`src/design/csm_pkg.sv`:
```
// Shared types, register codes and helpers for the caseless substring matcher.
`timescale 1ns / 1ps

package csm_pkg;

  localparam int KEY_BYTES  = 32;
  localparam int WORD_BYTES = 8;
  localparam int WORD_W     = 64;
  localparam int LEN_W      = 6;
  localparam int IDX_W      = 3;
  localparam int CHAR_W     = 8;
  localparam int OUT_CNT_W  = 16;

  localparam logic [IDX_W-1:0] REG_WORD0  = 3'd0;
  localparam logic [IDX_W-1:0] REG_WORD1  = 3'd1;
  localparam logic [IDX_W-1:0] REG_WORD2  = 3'd2;
  localparam logic [IDX_W-1:0] REG_WORD3  = 3'd3;
  localparam logic [IDX_W-1:0] REG_LENGTH = 3'd4;

  localparam logic [CHAR_W-1:0] CHAR_TERM = 8'h00;
  localparam logic [CHAR_W-1:0] CHAR_UA   = 8'h41;
  localparam logic [CHAR_W-1:0] CHAR_UZ   = 8'h5a;
  localparam logic [CHAR_W-1:0] CASE_OFS  = 8'h20;

  // Decoded keyword, one lane per keyword byte
  typedef struct packed {
    logic [KEY_BYTES-1:0][CHAR_W-1:0] key;
    logic [KEY_BYTES-1:0]             active;
    logic [KEY_BYTES-1:0]             last;
  } kw_cfg_t;

  function automatic logic [CHAR_W-1:0] fold(input logic [CHAR_W-1:0] c);
    logic [CHAR_W-1:0] r;
    r = c;
    if (c >= CHAR_UA && c <= CHAR_UZ) begin
      r = c + CASE_OFS;
    end
    return r;
  endfunction

endpackage

```
`src/design/csm_cfg.sv`:
```
// Keyword registers and per-lane decode (folded bytes, active and last masks).
`timescale 1ns / 1ps

module csm_cfg #(
  parameter int LANES = 32
) (
  input  logic                           clk,
  input  logic                           rst,
  input  logic                           cfg_we,
  input  logic [csm_pkg::IDX_W-1:0]      cfg_index,
  input  logic [csm_pkg::WORD_W-1:0]     cfg_data,
  output csm_pkg::kw_cfg_t               dec
);

  logic [3:0][csm_pkg::WORD_W-1:0] words;
  logic [csm_pkg::LEN_W-1:0]       len;
  csm_pkg::kw_cfg_t                dec_next;

  always_ff @(posedge clk) begin
    if (rst) begin
      words <= '0;
      len   <= '0;
    end else if (cfg_we) begin
      case (cfg_index)
        csm_pkg::REG_WORD0:  words[0] <= cfg_data;
        csm_pkg::REG_WORD1:  words[1] <= cfg_data;
        csm_pkg::REG_WORD2:  words[2] <= cfg_data;
        csm_pkg::REG_WORD3:  words[3] <= cfg_data;
        csm_pkg::REG_LENGTH: len      <= cfg_data[csm_pkg::LEN_W-1:0];
        default: ;
      endcase
    end
  end

  // keyword ends at min(len, LANES) or at its first zero byte
  always_comb begin
    logic run;
    logic [csm_pkg::CHAR_W-1:0] b;
    dec_next = '0;
    run = 1'b1;
    for (int i = 0; i < csm_pkg::KEY_BYTES; i++) begin
      b = words[i / csm_pkg::WORD_BYTES][(i % csm_pkg::WORD_BYTES)*8 +: 8];
      dec_next.key[i] = csm_pkg::fold(b);
      run = run && (b != csm_pkg::CHAR_TERM) && (csm_pkg::LEN_W'(i) < len) && (i < LANES);
      dec_next.active[i] = run;
    end
    for (int i = 0; i < csm_pkg::KEY_BYTES - 1; i++) begin
      dec_next.last[i] = dec_next.active[i] && !dec_next.active[i+1];
    end
    dec_next.last[csm_pkg::KEY_BYTES-1] = dec_next.active[csm_pkg::KEY_BYTES-1];
  end

  always_ff @(posedge clk) begin
    if (rst) begin
      dec <= '0;
    end else begin
      dec <= dec_next;
    end
  end

endmodule

```
`src/design/csm_cell.sv`:
```
// One shift-and cell: holds one progress bit and compares one keyword byte.
`timescale 1ns / 1ps

module csm_cell (
  input  logic                          clk,
  input  logic                          rst,
  input  logic                          step,
  input  logic                          clr,
  input  logic [csm_pkg::CHAR_W-1:0]    ch,
  input  logic [csm_pkg::CHAR_W-1:0]    key,
  input  logic                          active,
  input  logic                          prev,
  output logic                          bit_q,
  output logic                          bit_next
);

  assign bit_next = prev && active && (key == ch);

  always_ff @(posedge clk) begin
    if (rst) begin
      bit_q <= 1'b0;
    end else if (clr) begin
      bit_q <= 1'b0;
    end else if (step) begin
      bit_q <= bit_next;
    end
  end

endmodule

```
`src/design/caseless_substring_matcher_unit.sv`:
```
// Top level: input stage, row of shift-and cells, match counter and result register.
// A terminator byte passes through the input register (v1, c1) and then the result register (m_tvalid, m_tdata).
// Throughput: one name byte per cycle unless a result beat stalls; the cell row updates every progress bit per byte.
// s_tready is low only while a result beat waits and m_tready is low.
// rst (synchronous) clears progress, flags, the count, the keyword and pending beats.
// Keyword writes reach the cells through the keyword registers and then the decode register.
`timescale 1ns / 1ps

module caseless_substring_matcher_unit #(
  parameter int PATTERN_MAX = 32,
  parameter int COUNT_WIDTH = 16
) (
  input  logic                          clk,
  input  logic                          rst,
  input  logic                          s_tvalid,
  output logic                          s_tready,
  input  logic [7:0]                    s_tdata,   // [7:0] character
  output logic                          m_tvalid,
  input  logic                          m_tready,
  output logic [23:0]                   m_tdata,   // [0] matched, [16:1] match_count, zero pad
  input  logic                          cfg_we,
  input  logic [csm_pkg::IDX_W-1:0]     cfg_index,
  input  logic [csm_pkg::WORD_W-1:0]    cfg_data
);

  localparam int LANES = (PATTERN_MAX < csm_pkg::KEY_BYTES) ? PATTERN_MAX : csm_pkg::KEY_BYTES;
  localparam logic [COUNT_WIDTH-1:0] CNT_MAX = {COUNT_WIDTH{1'b1}};

  csm_pkg::kw_cfg_t dec;

  logic                          advance;
  logic                          v1;
  logic [csm_pkg::CHAR_W-1:0]    c1;
  logic                          term;
  logic                          step;
  logic                          clr;
  logic [LANES-1:0]              prog_q;
  logic [LANES-1:0]              prog_next;
  logic                          found;
  logic                          found_next;
  logic                          nonempty;
  logic                          hit;
  logic [COUNT_WIDTH-1:0]        cnt;
  logic [COUNT_WIDTH-1:0]        cnt_next;
  logic [31:0]                   cnt_wide;
  logic                          out_matched;
  logic [csm_pkg::OUT_CNT_W-1:0] out_count;

  csm_cfg #(.LANES(LANES)) u_cfg (
    .clk       (clk),
    .rst       (rst),
    .cfg_we    (cfg_we),
    .cfg_index (cfg_index),
    .cfg_data  (cfg_data),
    .dec       (dec)
  );

  assign advance = !m_tvalid || m_tready;
  assign s_tready = advance;

  always_ff @(posedge clk) begin
    if (rst) begin
      v1 <= 1'b0;
    end else if (advance) begin
      v1 <= s_tvalid;
    end
  end

  always_ff @(posedge clk) begin
    if (advance) begin
      c1 <= csm_pkg::fold(s_tdata);
    end
  end

  assign term = (c1 == csm_pkg::CHAR_TERM);
  assign step = advance && v1 && !term;
  assign clr  = advance && v1 && term;

  for (genvar i = 0; i < LANES; i++) begin : g_cell
    csm_cell u_cell (
      .clk      (clk),
      .rst      (rst),
      .step     (step),
      .clr      (clr),
      .ch       (c1),
      .key      (dec.key[i]),
      .active   (dec.active[i]),
      .prev     ((i == 0) ? 1'b1 : prog_q[(i == 0) ? 0 : i-1]),
      .bit_q    (prog_q[i]),
      .bit_next (prog_next[i])
    );
  end

  // empty keyword: every byte completes a match
  assign found_next = found || !dec.active[0] || (|(prog_next & dec.last[LANES-1:0]));

  always_ff @(posedge clk) begin
    if (rst) begin
      found    <= 1'b0;
      nonempty <= 1'b0;
    end else if (clr) begin
      found    <= 1'b0;
      nonempty <= 1'b0;
    end else if (step) begin
      found    <= found_next;
      nonempty <= 1'b1;
    end
  end

  assign hit = found && nonempty;

  always_comb begin
    cnt_next = cnt;
    if (hit && cnt != CNT_MAX) begin
      cnt_next = cnt + 1'b1;
    end
  end

  assign cnt_wide = 32'(cnt_next);

  always_ff @(posedge clk) begin
    if (rst) begin
      cnt <= '0;
    end else if (clr) begin
      cnt <= cnt_next;
    end
  end

  always_ff @(posedge clk) begin
    if (rst) begin
      m_tvalid <= 1'b0;
    end else if (advance) begin
      m_tvalid <= v1 && term;
    end
  end

  always_ff @(posedge clk) begin
    if (clr) begin
      out_matched <= hit;
      out_count   <= cnt_wide[csm_pkg::OUT_CNT_W-1:0];
    end
  end

  assign m_tdata = {7'd0, out_count, out_matched};

endmodule
```
`config.mk`:
```
export PLATFORM = sky130hd
export DESIGN_NAME = caseless_substring_matcher_unit
export DESIGN_NICKNAME = d
export VERILOG_FILES = /design/src/design/csm_pkg.sv /design/src/design/csm_cfg.sv /design/src/design/csm_cell.sv /design/src/design/caseless_substring_matcher_unit.sv
export SDC_FILE = /design/constraint.sdc
export NUM_CORES = 1
export LEC_CHECK = 0
export BUFFER_PORTS_ARGS = -buffer_cell sky130_fd_sc_hd__buf_2
export CAP_MARGIN = 20
export CORE_MARGIN = 1
export CORE_UTILIZATION = 35
export DETAILED_ROUTE_END_ITERATION = 12
export MAX_ROUTING_LAYER = met4
export PLACE_DENSITY = 0.52
export SKIP_LAST_GASP = 1
export SYNTH_ARGS = -nofsm -noshare
export SYNTH_HDL_FRONTEND = slang
export SYNTH_SLANG_ARGS = --single-unit
```
`constraint.sdc`:
```
create_clock -name clk -period 2.7 [get_ports clk]
set_input_delay 0.54 -clock clk [delete_from_list [all_inputs] [get_ports clk]]
set_output_delay 0.54 -clock clk [all_outputs]
set_load 0.02 [all_outputs]
```
# == Yosys cells after proc, flatten, opt, wreduce, memory -nomap -nowiden ==
# Index checks and enable logic that the tools add are counted.
# op_classes
addsub,34
mul,0
n_div,0
magnitude_cmp,98
n_eq_ne,37
n_shift,0
n_mux,34
bitwise,1
n_reduce_logical,274
# ops
operator,count
$add 8x6->8 const B,33
$ge 8x7->1 const B,33
$le 8x7->1 const B,33
$mux 8,33
$eq 8x8->1,32
$reduce_bool 8->1,32
$logic_and 1x1->1,196
$lt 5x6->1 const A,16
$lt 4x6->1 const A,8
$logic_not 1->1,34
$and 32x32->32,1
$reduce_or 32->1,1
$lt 3x6->1 const A,4
$add 16x1->16 const B,1
$mux 16,1
$ne 16x16->1 const B,1
$lt 1x6->1 const A,2
$lt 2x6->1 const A,2
$reduce_and 2->1,5
$logic_not 8->1,1
$eq 3x2->1 const B,2
$eq 3x1->1 const B,1
$eq 3x3->1 const B,1
$logic_not 3->1,1
other kinds (2),4
# totals
register_bits,658
latch_bits,0
mem_bits_rw,0
mem_bits_ro,0
input_bits,80
output_inout_bits,26
memories,0

# == Depth between registers and ports, before layout ==
# Gate-level depths: netlist (run 1).
# logic_depth
ltp_word,66
mapped_depth,9
depth_no_buf,7

# == Cells and area by module ==
# From an unflattened synthesis (run 1), not the netlist that was laid out.
# unflattened
cells_unflattened,3008
area_unflattened_um2,27017.2
# modules_own_cells
mod,n_inst,cells_per_inst,area_per_inst_um2,seq_area_each_um2
csm_cfg,1,2284,20145.6,11631.2
csm_cell,32,16,143.9,20.0
caseless_substring_matcher_unit,1,212,2267.2,1151.1

# == Worst setup path after synthesis (run 1) ==
# No wires, ideal clock.
# synth_timing
kind,input to register
start,in m_tready
end,reg g_cell[21].u_cell.bit_q
arrival_ns,2.157
required_ns,2.630
path_slack_ns,0.472
cell_stages,7
n_path_buf,2
path_cell_list,nand2b_1 nand2_1 nor2_1 clkbuf_1 clkbuf_1 nand4_1 a21oi_1
# synth_via
elab_chain_cells,4
# synth_rtl
item,line,rtl
start: declaration,caseless_substring_matcher_unit.sv:19,"input logic m_tready,"
$logic_or 1x1->1 (*),caseless_substring_matcher_unit.sv:58,assign advance = !m_tvalid || m_tready;
$logic_and 1x1->1 (*),"caseless_substring_matcher_unit.sv:76, caseless_substring_matcher_unit.sv:77",
$logic_and 1x1->1,caseless_substring_matcher_unit.sv:77,assign clr = advance && v1 && term;
$reduce_or 2->1 (no source line),-,
end signal: assignment,csm_cell.sv:25,bit_q <= bit_next;
end: declaration,csm_cell.sv:13,"output logic bit_q,"
# Mark *: on every way between the ends. The rest lies on a longest branch, timed or not.
# A chain may end at the register's enable or synchronous reset.

# == Final worst setup path (run 1) ==
# layout_timing
start,reg u_cfg.len[5] (netlist bit)
end,reg u_cfg.dec[23] (netlist name)
# layout_via
elab_chain_cells,52
# layout_rtl
item,line,rtl
start: declaration,csm_cfg.sv:16,logic [csm_pkg::LEN_W-1:0] len;
start signal: assignment,csm_cfg.sv:29,csm_pkg::REG_LENGTH: len <= cfg_data[csm_pkg::LEN_W-1:0];
$lt 1x6->1,csm_cfg.sv:44,run = run && (b != csm_pkg::CHAR_TERM) && (csm_pkg::LEN_W'(i) < len) && (i < LANES);
$logic_and 1x1->1 (49 in a row),csm_cfg.sv:44,
$logic_not 1->1,csm_cfg.sv:48,dec_next.last[i] = dec_next.active[i] && !dec_next.active[i+1];
$logic_and 1x1->1 (*),csm_cfg.sv:48,
# Marks and branches as above.

==> metrics.md, run 1 <==
| Metric | Value |
|---|---|
| Status | finished clean |
| Worst-Margin Slew | 1.05 ns |
| Worst slew margin | 29.7% |
| GPL Wtd Cong | 0.857 |
| Setup crit end kind | register |
| Fillers | 7380 |
| Slew Viols, Final | 0 |
| Dpl hpwl | 54.5 mm |
| Async S/R FF share, synth | 0% |
| Number of remaining DRC errors | 0 |
| Sequential cell area | 13400 µm² |
| Leakage power figure | 12.0 nW |
| RSZ-0062 raised after global routing | no |
| Htree depth | 3 |
| Combinational family with the most area after synthesis | simple AND/OR/NAND/NOR gates |
| First-pass GRT wire length | 125 mm |
| FF+latch count, synth | 657 |
| Synth Flop Type | dfxtp_1 |
| Clock transition at path regs | 0.06 ns |
| Grt total ovfl | 0 |
| CTS tree | done |
| Max Fclk | 399 MHz |
| Synthesis Warnings | 0 |
| Crit share post-route | 92.8% |
| Met3 Use GR | 2.51% |
| # IOs | 106 |
| Pwr per Cell Area | 695 nW/µm² |
| Area delta synth->final | 15.9% |
| Final setup viols | 0 |
| Area after DPL | 28400 µm² |
| Most frequent cells in the layout | 628 x dfxtp_1, 592 x nand2_1, 342 x a21oi_1 |
| Pre-CTS setup slack | -0.0715 ns |
| Hold crit path type | input pin to register |
| Post-route ant nets | 0 |
| Number of max-cap violations | 0 |
| Synthesized cell area | 26700 µm² |
| Die Span X | 278 µm |
| CP max FO | 17 |
| Initial Utilization | 35.7% |
| Core Area | 74900 µm² |
| Clk sinks | 657 |
| Synth Area in Compound Gates | 10.4% |
| Vias per Instance | 5.07 |
| Post-Synth Simple-Gate Area | 24.6% |
| DR WL/cell | 19.8 µm |
| Total CTS buffers | 74 |
| Layout cells sized above 1 | 10.6% |
| Iter 0 DRT Violations | 1311 |
| Avg Cell Area, Syn | 8.82 µm² |
| Setup_tns | 0 ns |
| Worst vdd ir | 0.000353 V |
| Nets@finish | 3218 |
| Synth Area in Adders | 1.59% |
| Initial antenna violation count | 0 |
| Kind of critical path | register to register |
| Number of flops mapped to enable cells by yosys | 25 |
| TritonRoute pass-1 iters | 5 |
| Tot Pwr | 21.5 mW |
| Die Height | 278 µm |
| CTS root buffer | clkbuf_16 |
| Synth unique cells | 79 |
| Worst Path Required | 3.20 ns |
| Fin worst setup slack | 0.195 ns |
| Mux contribution to synthesized area | 0.379% |
| Most common cell after layout, fill and taps aside | dfxtp_1 |
| Post-Synth XOR/XNOR Area | 9.34% |
| WL final | 81.7 mm |
| Final instance area | 31000 µm² |
| Clock Latency Late Sink | 0.63 ns |
| Met2 Usage GRT | 35.8% |
| Num rows | 100 |
| Tmin final | 2.51 ns |
| Largest net degree at the start of global routing | 181 |
| Synth Instances | 3029 |
| Final hold vios | 0 |
| Most used routing layer | met2 |
| Number of global-route vias before repair | 20300 |
| Critical Path AT | 3.01 ns |
| I/O Buffers | 98 |
| Area of the multi-input gates | 12400 µm² |
| Sequential fraction of the synthesis area | 50.2% |
| Critical Path Start Type | register |
| All-Layer GR Usage | 21.7% |
| CTS max path bufs | 3 |
| Die area | 77500 µm² |
| Clock Skews | 0.0324 ns |
| Met1 GRT Util | 27.8% |
| Number of diodes | 0 |
| Vias | 21000 |
==> registers in the layout, summed over array words and instances (netlist names) <==
signal               cells
found                    1
v1                       1
out_count               16
u_cfg.dec              319
m_tvalid                 1
out_matched              1
nonempty                 1
cnt                     16
u_cfg.len                6
u_cfg.words            256
g_cell.u_cell.bit_q     31
c1                       8
==> stage by stage <==
step                util [%]  std cells  hold WS, ns
finish                  41.3       4131        0.136
global route            41.3       4131        0.125
CTS                     41.3       4126        0.107
detailed placement      38.0       3992        0.439
global placement        38.0       3992        0.435
floorplan                  -       3035        0.427
==> metal layers <==
layer	vias to the layer above	wire [µm]
met5	-	0
met4	0	1720
met3	101	2920
met2	414	39400
met1	10100	37600
li1	10300	-
==> cell families after synthesis <==
family	after synthesis
compound gates	479
flops	657
fa+ha+maj	34
mux	10
other cells	1
simple gates	1351
buf+inv	212
xor+xnor	285
==> cell type report <==
type	instances	area share, %
multi-input cells	2166	40.2
repair buffers	172	4.18
inverters	33	0.400
flip-flops and latches	657	43.3
clock inverters	21	0.820
clock buffers	113	7.21
well taps	969	3.91
==> critical path: stages, from the launching register on <==
cell     delay [ns]
dfxtp_1        0.31
buf_4          0.20
or4b_1         0.68
nor3b_1        0.30
a21oi_1        0.11
and4b_1        0.30
nand4_4        0.26
buf_4          0.18
nor3_2         0.03
==> synthesized netlist by cell type, drive strengths merged (12+ instances only) <==
cell,number,area [µm²]
a21o,18,135
a21oi,342,1710
a31oi,18,113
and2,15,93.8
and3,53,332
buf,62,357
clkbuf,117,439
dfxtp,632,12700
edfxtp,25,751
ha,34,425
inv,33,124
nand2,593,2230
nand2b,30,195
nand3,35,180
nand4,65,447
nor2,206,781
nor2b,164,1030
nor3,64,345
nor4,50,343
nor4b,12,118
o21ai,22,110
or3,16,100
or4,21,161
xnor2,84,736
xor2,201,1760
==> timing repair <==
item / CTS / global route
resized for setup: 1 / 3
hold buffers: 0 / 0
pin swaps: 0 / 1
setup buffers: 0 / 5
endpoints found under the hold margin: 0 / 0
endpoints found under the setup margin: 5 / 14
==> power breakdown <==
| part | total, mW | internal (mW) | switching, mW |
|---|---|---|---|
| logic | 1.30 | 0.426 | 0.872 |
| registers | 10.0 | 9.89 | 0.133 |
| clock network | 10.2 | 6.10 | 4.10 |
| total | 21.5 | 16.4 | 5.10 |
==> final timing paths <==
path,startpoint,to,slack [ns],depth (start not counted)
min,s_tdata[0],c1[0],0.14,1
min reg2reg,g_cell[28].u_cell.bit_q,g_cell[28].u_cell.bit_q,0.45,2
max reg2reg,u_cfg.len[5],u_cfg.dec[23],0.19,8
max,u_cfg.len[5],u_cfg.dec[23],0.19,8
No activity file was read; power rests on OpenSTA's default activity.
==> run 2, diff against run 1 <==
Settings changed: CORE_UTILIZATION 35 to 50, PLACE_DENSITY 0.52 to 0.69.
==> metrics.md, run 2 (synthesis gave the netlist of run 1 again) <==
| Metric | Value |
|---|---|
| Status | finished clean (unchanged) |
| Sink of the worst hold path | c1[2] (was c1[0]) |
| Max Fclk | 394 MHz (was 399 MHz) |
| Area delta synth->final | 12.9% (was 15.9%) |
| Number of diodes | 0 (unchanged) |
| Iter 0 DRT Violations | 1576 (was 1311) |
| Post-route ant nets | 0 (unchanged) |
| Met3 Use GR | 3.85% (was 2.51%) |
| Placed Instances | 3702 (was 3992) |
| Die Span X | 233 µm (was 278 µm) |
| Worst Path Required | 3.22 ns (was 3.20 ns) |
| Max reg flops | 319 (unchanged) |
| Crit share post-route | 94.1% (was 92.8%) |
| CP max FO | 13 (was 17) |
| Fillers | 4669 (was 7380) |
| Tmin final | 2.54 ns (was 2.51 ns) |
| # IOs | 106 (unchanged) |
| Worst r2r path cells | 8 (unchanged) |
| GPL Wtd Cong | 0.936 (was 0.857) |
| Most common cell after layout, fill and taps aside | dfxtp_1 (unchanged) |
| TritonRoute pass-1 iters | 5 (unchanged) |
| Layout cells sized above 1 | 9.61% (was 10.6%) |
| Leakage power figure | 11.7 nW (was 12.0 nW) |
| Clock transition at path regs | 0.06 ns (about the same) |
| Hold crit path type | input pin to register (unchanged) |
| All-Layer GR Usage | 29.0% (was 21.7%) |
| Total CTS buffers | 69 (was 74) |
| Clock Latency Late Sink | 0.61 ns (was 0.63 ns) |
| CTS max path bufs | 3 (unchanged) |
| Worst r2r src | u_cfg.len[5] (unchanged) |
| Num rows | 84 (was 100) |
| Die Height | 233 µm (was 278 µm) |
| Die area | 54400 µm² (was 77500 µm²) |
| Largest net degree at the start of global routing | 199 (was 181) |
| Setup_tns | 0 ns (unchanged) |
| Fin worst setup slack | 0.159 ns (was 0.195 ns) |
| Area of the multi-input gates | 12500 µm² (was 12400 µm²) |
| First-pass GRT wire length | 117 mm (was 125 mm) |
| Htree depth | 3 (unchanged) |
| Worst slew margin | 30.8% (was 29.7%) |
| Hold Path Stages | 1 (unchanged) |
| HP Start | s_tdata[2] (was s_tdata[0]) |
| Initial Utilization | 50.7% (was 35.7%) |
| Most frequent cells in the layout | 630 x dfxtp_1, 592 x nand2_1, 342 x a21oi_1 (was 628 x dfxtp_1, 592 x nand2_1, 342 x a21oi_1) |
| Critical Path Start Type | register (unchanged) |
| Fin util | 57.3% (was 41.3%) |
| Worst-Margin Slew | 1.03 ns (was 1.05 ns) |
| Core Area | 52700 µm² (was 74900 µm²) |
| DR WL/cell | 20.1 µm (was 19.8 µm) |
| Pre-CTS setup slack | -0.0480 ns (was -0.0715 ns) |
| Pwr per Cell Area | 670 nW/µm² (was 695 nW/µm²) |
| Number of remaining DRC errors | 0 (unchanged) |
| Clock Skews | 0.0303 ns (was 0.0324 ns) |
| WL final | 76.6 mm (was 81.7 mm) |
| Met1 GRT Util | 37.2% (was 27.8%) |
| Dpl hpwl | 50.6 mm (was 54.5 mm) |
| Most used routing layer | met2 (unchanged) |
| Setup crit end kind | register (unchanged) |
| Kind of critical path | register to register (unchanged) |
| Final setup viols | 0 (unchanged) |
| Worst R2R End | u_cfg.dec[29] (was u_cfg.dec[23]) |
| Initial antenna violation count | 0 (unchanged) |
| Number of global-route vias before repair | 20200 (was 20300) |
| Vias per Instance | 5.63 (was 5.07) |
| Critical Path AT | 3.06 ns (was 3.01 ns) |
| Nets@finish | 3203 (was 3218) |
| Biggest regs | u_cfg.dec: 319 flops, u_cfg.words: 256 flops, g_cell.u_cell.bit_q: 31 flops (unchanged) |
| Met2 Usage GRT | 47.4% (was 35.8%) |
| Final Non-Filler Cells | 3819 (was 4131) |
| Area after DPL | 28000 µm² (was 28400 µm²) |
| R2R setup slack | 0.16 ns (was 0.19 ns) |
| Vias | 21500 (was 21000) |
| Top reg by flops | u_cfg.dec (unchanged) |
| CTS root buffer | clkbuf_16 (unchanged) |
| Final instance area | 30200 µm² (was 31000 µm²) |
| CTS tree | done (unchanged) |
| Sequential cell area | 13400 µm² (about the same) |
| Number of max-cap violations | 0 (unchanged) |
| Worst vdd ir | 0.000363 V (was 0.000353 V) |
| Grt total ovfl | 0 (unchanged) |
| Slew Viols, Final | 0 (unchanged) |
| I/O Buffers | 98 (unchanged) |
| Clk sinks | 657 (unchanged) |
| Final hold vios | 0 (unchanged) |
-- run 2: cell types whose count changed in the layout (fill, tap and decap cells not counted), sizes merged --
cell      change
buf          -10
inv           -2
clkinv        -6
clkinvlp      +2
bufinv        -3
clkbuf       -12
-- run 2: area by class of cell --
class / count / share of cell area, %
Timing Repair Buffer: 162 / 4.12
Multi-Input combinational cell: 2166 / 41.3
Sequential cell: 657 / 44.4
Clock inverter: 12 / 0.319
Clock buffer: 101 / 6.56
Tap cell: 688 / 2.85
Inverter: 33 / 0.411
-- run 2: how the worst max path moves through the flow --
stage | start | endpoint | slack [ns] | depth (start not counted)
3_3_place_gp | u_cfg.len[3] | u_cfg.dec[31] | 0.01 | 6
6_report | u_cfg.len[5] | u_cfg.dec[29] | 0.16 | 8
2_1_floorplan | m_tready | g_cell[21].u_cell.bit_q | 0.47 | 7
4_1_cts | u_cfg.len[4] | u_cfg.dec[13] | 0.08 | 6
3_5_place_dp | u_cfg.len[3] | u_cfg.dec[27] | -0.05 | 6
5_1_grt | u_cfg.len[1] | u_cfg.dec[29] | -0.002 | 8
-- run 2: stage by stage --
step / total power [mW] / hold WS (ns)
floorplan: 11.0 / 0.427
global placement: 11.5 / 0.436
detailed placement: 11.5 / 0.445
CTS: 20.3 / 0.118
global route: 20.8 / 0.132
finish: 20.2 / 0.150
-- run 2: timing repair --
item / 4_1_cts / 5_1_grt
gates cloned: 0 / 0
setup buffers: 0 / 4
hold buffers: 0 / 0
endpoints found under the hold margin: 0 / 0
resized for setup: 2 / 1
pin swaps: 0 / 1
setup endpoints to repair: 3 / 9
-- run 2: routing by layer --
layer  vias up  wire (µm)
li1      10300          -
met1     10400      33700
met2       627      36600
met3       137       4210
met4         0       2130
met5         -          0
-- run 2: critical path: stages (launching register included) --
cell and delay [ns]:
dfxtp_1 0.44, buf_4 0.21, or4_1 0.27, o32a_1 0.28
nand4_2 0.24, nor2_4 0.29, nand4_4 0.32, buf_12 0.25
nor3_1 0.16
-- run 2: report_power, final --
part           switching, mW  internal, mW  leakage [nW]  total (mW)
Sequential             0.131          9.89          5.37        10.0
Clock                   3.77          5.15          1.01        8.92
Combinational          0.852         0.427          5.35        1.28
==> run 3, diff against run 2 <==
--- a/config.mk
+++ b/config.mk
@@ -9,8 +9,8 @@
 export CAP_MARGIN = 20
 export CORE_MARGIN = 1
-export CORE_UTILIZATION = 50
+export CORE_UTILIZATION = 40
 export DETAILED_ROUTE_END_ITERATION = 12
 export MAX_ROUTING_LAYER = met4
-export PLACE_DENSITY = 0.69
+export PLACE_DENSITY = 0.58
 export SKIP_LAST_GASP = 1
 export SYNTH_ARGS = -nofsm -noshare
==> constraint.sdc (replaced) <==
create_clock -name clk -period 2.7 [get_ports clk]
set_input_delay 0.675 -clock clk [delete_from_list [all_inputs] [get_ports clk]]
set_output_delay 0.675 -clock clk [all_outputs]
set_load 0.02 [all_outputs]
==> metrics.md, run 3 (synthesis gave the netlist of run 1 again) <==
| Metric | Value |
|---|---|
| Status | finished, violations left (was finished clean) |
| Failing checks | DRC |
| First-pass GRT wire length | 120 mm (was 117 mm) |
| Layout cells sized above 1 | 10.2% (was 9.61%) |
| Area after DPL | 28300 µm² (was 28000 µm²) |
| Critical Path Start Type | register (unchanged) |
| Post-route ant nets | 0 (unchanged) |
| Internal Pwr Total | 16.3 mW (was 15.5 mW) |
| R2R setup slack | 0.1 ns (was 0.16 ns) |
| Psw | 4.93 mW (was 4.75 mW) |
| Critical Path AT | 3.15 ns (was 3.06 ns) |
| Most common cell after layout, fill and taps aside | dfxtp_1 (unchanged) |
| Setup crit end kind | register (unchanged) |
| Worst path slowest cell | nor4_1 (was dfxtp_1) |
| Hold WS | 0.279 ns (was 0.150 ns) |
| Initial Utilization | 40.5% (was 50.7%) |
| Area delta synth->final | 15.0% (was 12.9%) |
| Sink of the worst hold path | c1[0] (was c1[2]) |
| Critical Path Max Stage Delay | 0.71 ns (was 0.44 ns) |
| HP Start | s_tdata[0] (was s_tdata[2]) |
| Max Fclk | 384 MHz (was 394 MHz) |
| Sw Ratio | 23.2% (was 23.5%) |
| Worst r2r src | c1[4] (was u_cfg.len[5]) |
| Pwr per Cell Area | 692 nW/µm² (was 670 nW/µm²) |
| DR WL/cell | 19.7 µm (was 20.1 µm) |
| Leakage power figure | 11.9 nW (was 11.7 nW) |
| Tmin final | 2.60 ns (was 2.54 ns) |
| Worst-Margin Slew | 0.982 ns (was 1.03 ns) |
| Worst vdd ir | 0.000397 V (was 0.000363 V) |
| Hold Path Stages | 1 (unchanged) |
| Number of max-cap violations | 0 (unchanged) |
| CTS max path bufs | 3 (unchanged) |
| Worst R2R End | found (was u_cfg.dec[29]) |
| Crit share post-route | 96.4% (was 94.1%) |
| Power share of the clock group | 46.8% (was 44.1%) |
| Grt total ovfl | 0 (unchanged) |
| Clk sinks | 657 (unchanged) |
| CTS root buffer | clkbuf_16 (unchanged) |
| TritonRoute pass-1 iters | 10 (was 5) |
| All-Layer GR Usage | 24.0% (was 29.0%) |
| Final setup viols | 0 (unchanged) |
| CP dominant cell by count | nor4_1 |
| Hold_buf cts | 0 (unchanged) |
| Top reg by flops | u_cfg.dec (unchanged) |
| Family with the most delay on the worst path | simple AND/OR/NAND/NOR gates (unchanged) |
| Total CTS buffers | 71 (was 69) |
| Number of global-route vias before repair | 19800 (was 20200) |
| Vias | 21000 (was 21500) |
| Htree depth | 3 (unchanged) |
| # IOs | 106 (unchanged) |
| Clock Latency Late Sink | 0.62 ns (was 0.61 ns) |
| Worst Path Required | 3.24 ns (was 3.22 ns) |
| Largest net degree at the start of global routing | 168 (was 199) |
| Core Area | 66000 µm² (was 52700 µm²) |
| Kind of critical path | register to register (unchanged) |
| Most frequent cells in the layout | 631 x dfxtp_1, 592 x nand2_1, 342 x a21oi_1 (was 630 x dfxtp_1, 592 x nand2_1, 342 x a21oi_1) |
| Power share of the combinational group | 6.0% (was 6.3%) |
| Clock Skews | 0.0238 ns (was 0.0303 ns) |
| Critical Path, Cell by Cell | buf_12, xor2_1, nor4_1, nand4_1, o2111ai_1, nor4_1, buf_4, a21oi_1 (was buf_4, or4_1, o32a_1, nand4_2, nor2_4, nand4_4, buf_12, nor3_1) |
| Final instance area | 30700 µm² (was 30200 µm²) |
| Nets@finish | 3211 (was 3203) |
| Num rows | 94 (was 84) |
| Clock transition at path regs | 0.06 ns (about the same) |
| Initial antenna violation count | 2 (was 0) |
| Number of remaining DRC errors | 14 (was 0) |
| Dpl hpwl | 53.9 mm (was 50.6 mm) |
| Final hold vios | 0 (unchanged) |
| Seq pwr share | 47.1% (was 49.6%) |
| Fillers | 6268 (was 4669) |
| GPL Wtd Cong | 0.942 (was 0.936) |
| Worst slew margin | 34.2% (was 30.8%) |
| Iter 0 DRT Violations | 1690 (was 1576) |
| RSZ-0062 raised after global routing | no |
| I/O Buffers | 98 (unchanged) |
| WL final | 79.0 mm (was 76.6 mm) |
| CTS tree | done (unchanged) |
| Worst r2r path cells | 8 (unchanged) |
| Die area | 67800 µm² (was 54400 µm²) |
| Die Span X | 260 µm (was 233 µm) |
| Die Height | 260 µm (was 233 µm) |
| Max reg flops | 319 (unchanged) |
| Slew Viols, Final | 0 (unchanged) |
| Vias per Instance | 5.23 (was 5.63) |
| Hold crit path type | input pin to register (unchanged) |
| CP max FO | 20 (was 13) |
| Critical path buffers and inverters | 2 (unchanged) |
| Biggest regs | u_cfg.dec: 319 flops, u_cfg.words: 256 flops, g_cell.u_cell.bit_q: 31 flops (unchanged) |
run 3: worst max path at each step:
stage,start,endpoint,cells after the start
2_1_floorplan,m_tready,g_cell[21].u_cell.bit_q,7
3_3_place_gp,u_cfg.len[2],u_cfg.dec[30],5
3_5_place_dp,u_cfg.len[2],u_cfg.dec[30],5
4_1_cts,u_cfg.len[3],u_cfg.dec[30],6
5_1_grt,u_cfg.len[3],u_cfg.dec[30],6
6_report,c1[4],found,8
run 3: repair_timing:
action,CTS,global route
pin swaps,0,1
buffers inserted,0,2
resized for setup,1,0
setup endpoints to repair,2,2
run 3: layout make-up:
| cell class | instances | area (µm²) | share of cell area, % |
|---|---|---|---|
| inverters | 33 | 124 | 0.403 |
| clock inverters | 13 | 163 | 0.529 |
| flip-flops and latches | 657 | 13400 | 43.6 |
| diodes | 1 | 2.50 | 0.00814 |
| clock buffers | 116 | 2260 | 7.37 |
| repair buffers | 168 | 1240 | 4.03 |
| multi-input cells | 2166 | 12400 | 40.5 |
| well taps | 864 | 1080 | 3.52 |
run 3: per-layer routing:
| metal | GRT usage, % | part of all wire [%] |
|---|---|---|
| met5 | - | 0 |
| met4 | 9.10 | 3.3 |
| met1 | 30.6 | 45 |
| met2 | 38.5 | 47 |
| met3 | 3.30 | 5.0 |
run 3: metrics by stage:
| step | utilization [%] | setup WS [ns] | instances | power, mW | setup TNS [ns] |
|---|---|---|---|---|---|
| final | 46.6 | 0.0964 | 4018 | 21.3 | 0 |
| after global routing | 46.6 | 0.0172 | 4018 | 22.0 | 0 |
| after CTS | 46.5 | 0.0564 | 4015 | 21.5 | 0 |
| after detailed placement | 42.9 | -0.0416 | 3886 | 11.5 | -0.0720 |
| after global placement | 42.9 | 0.0238 | 3886 | 11.5 | 0 |
| after floorplan | - | 0.337 | 3035 | 11.0 | 0 |
run 3: power by group through the flow:
stage | logic (mW) | clock network, mW | registers, mW
finish | 1.28 | 9.96 | 10.0
global route | 1.38 | 10.5 | 10.0
CTS | 1.28 | 10.1 | 10.0
detailed placement | 1.28 | 0 | 10.2
global placement | 1.27 | 0 | 10.2
floorplan | 0.779 | 0 | 10.2
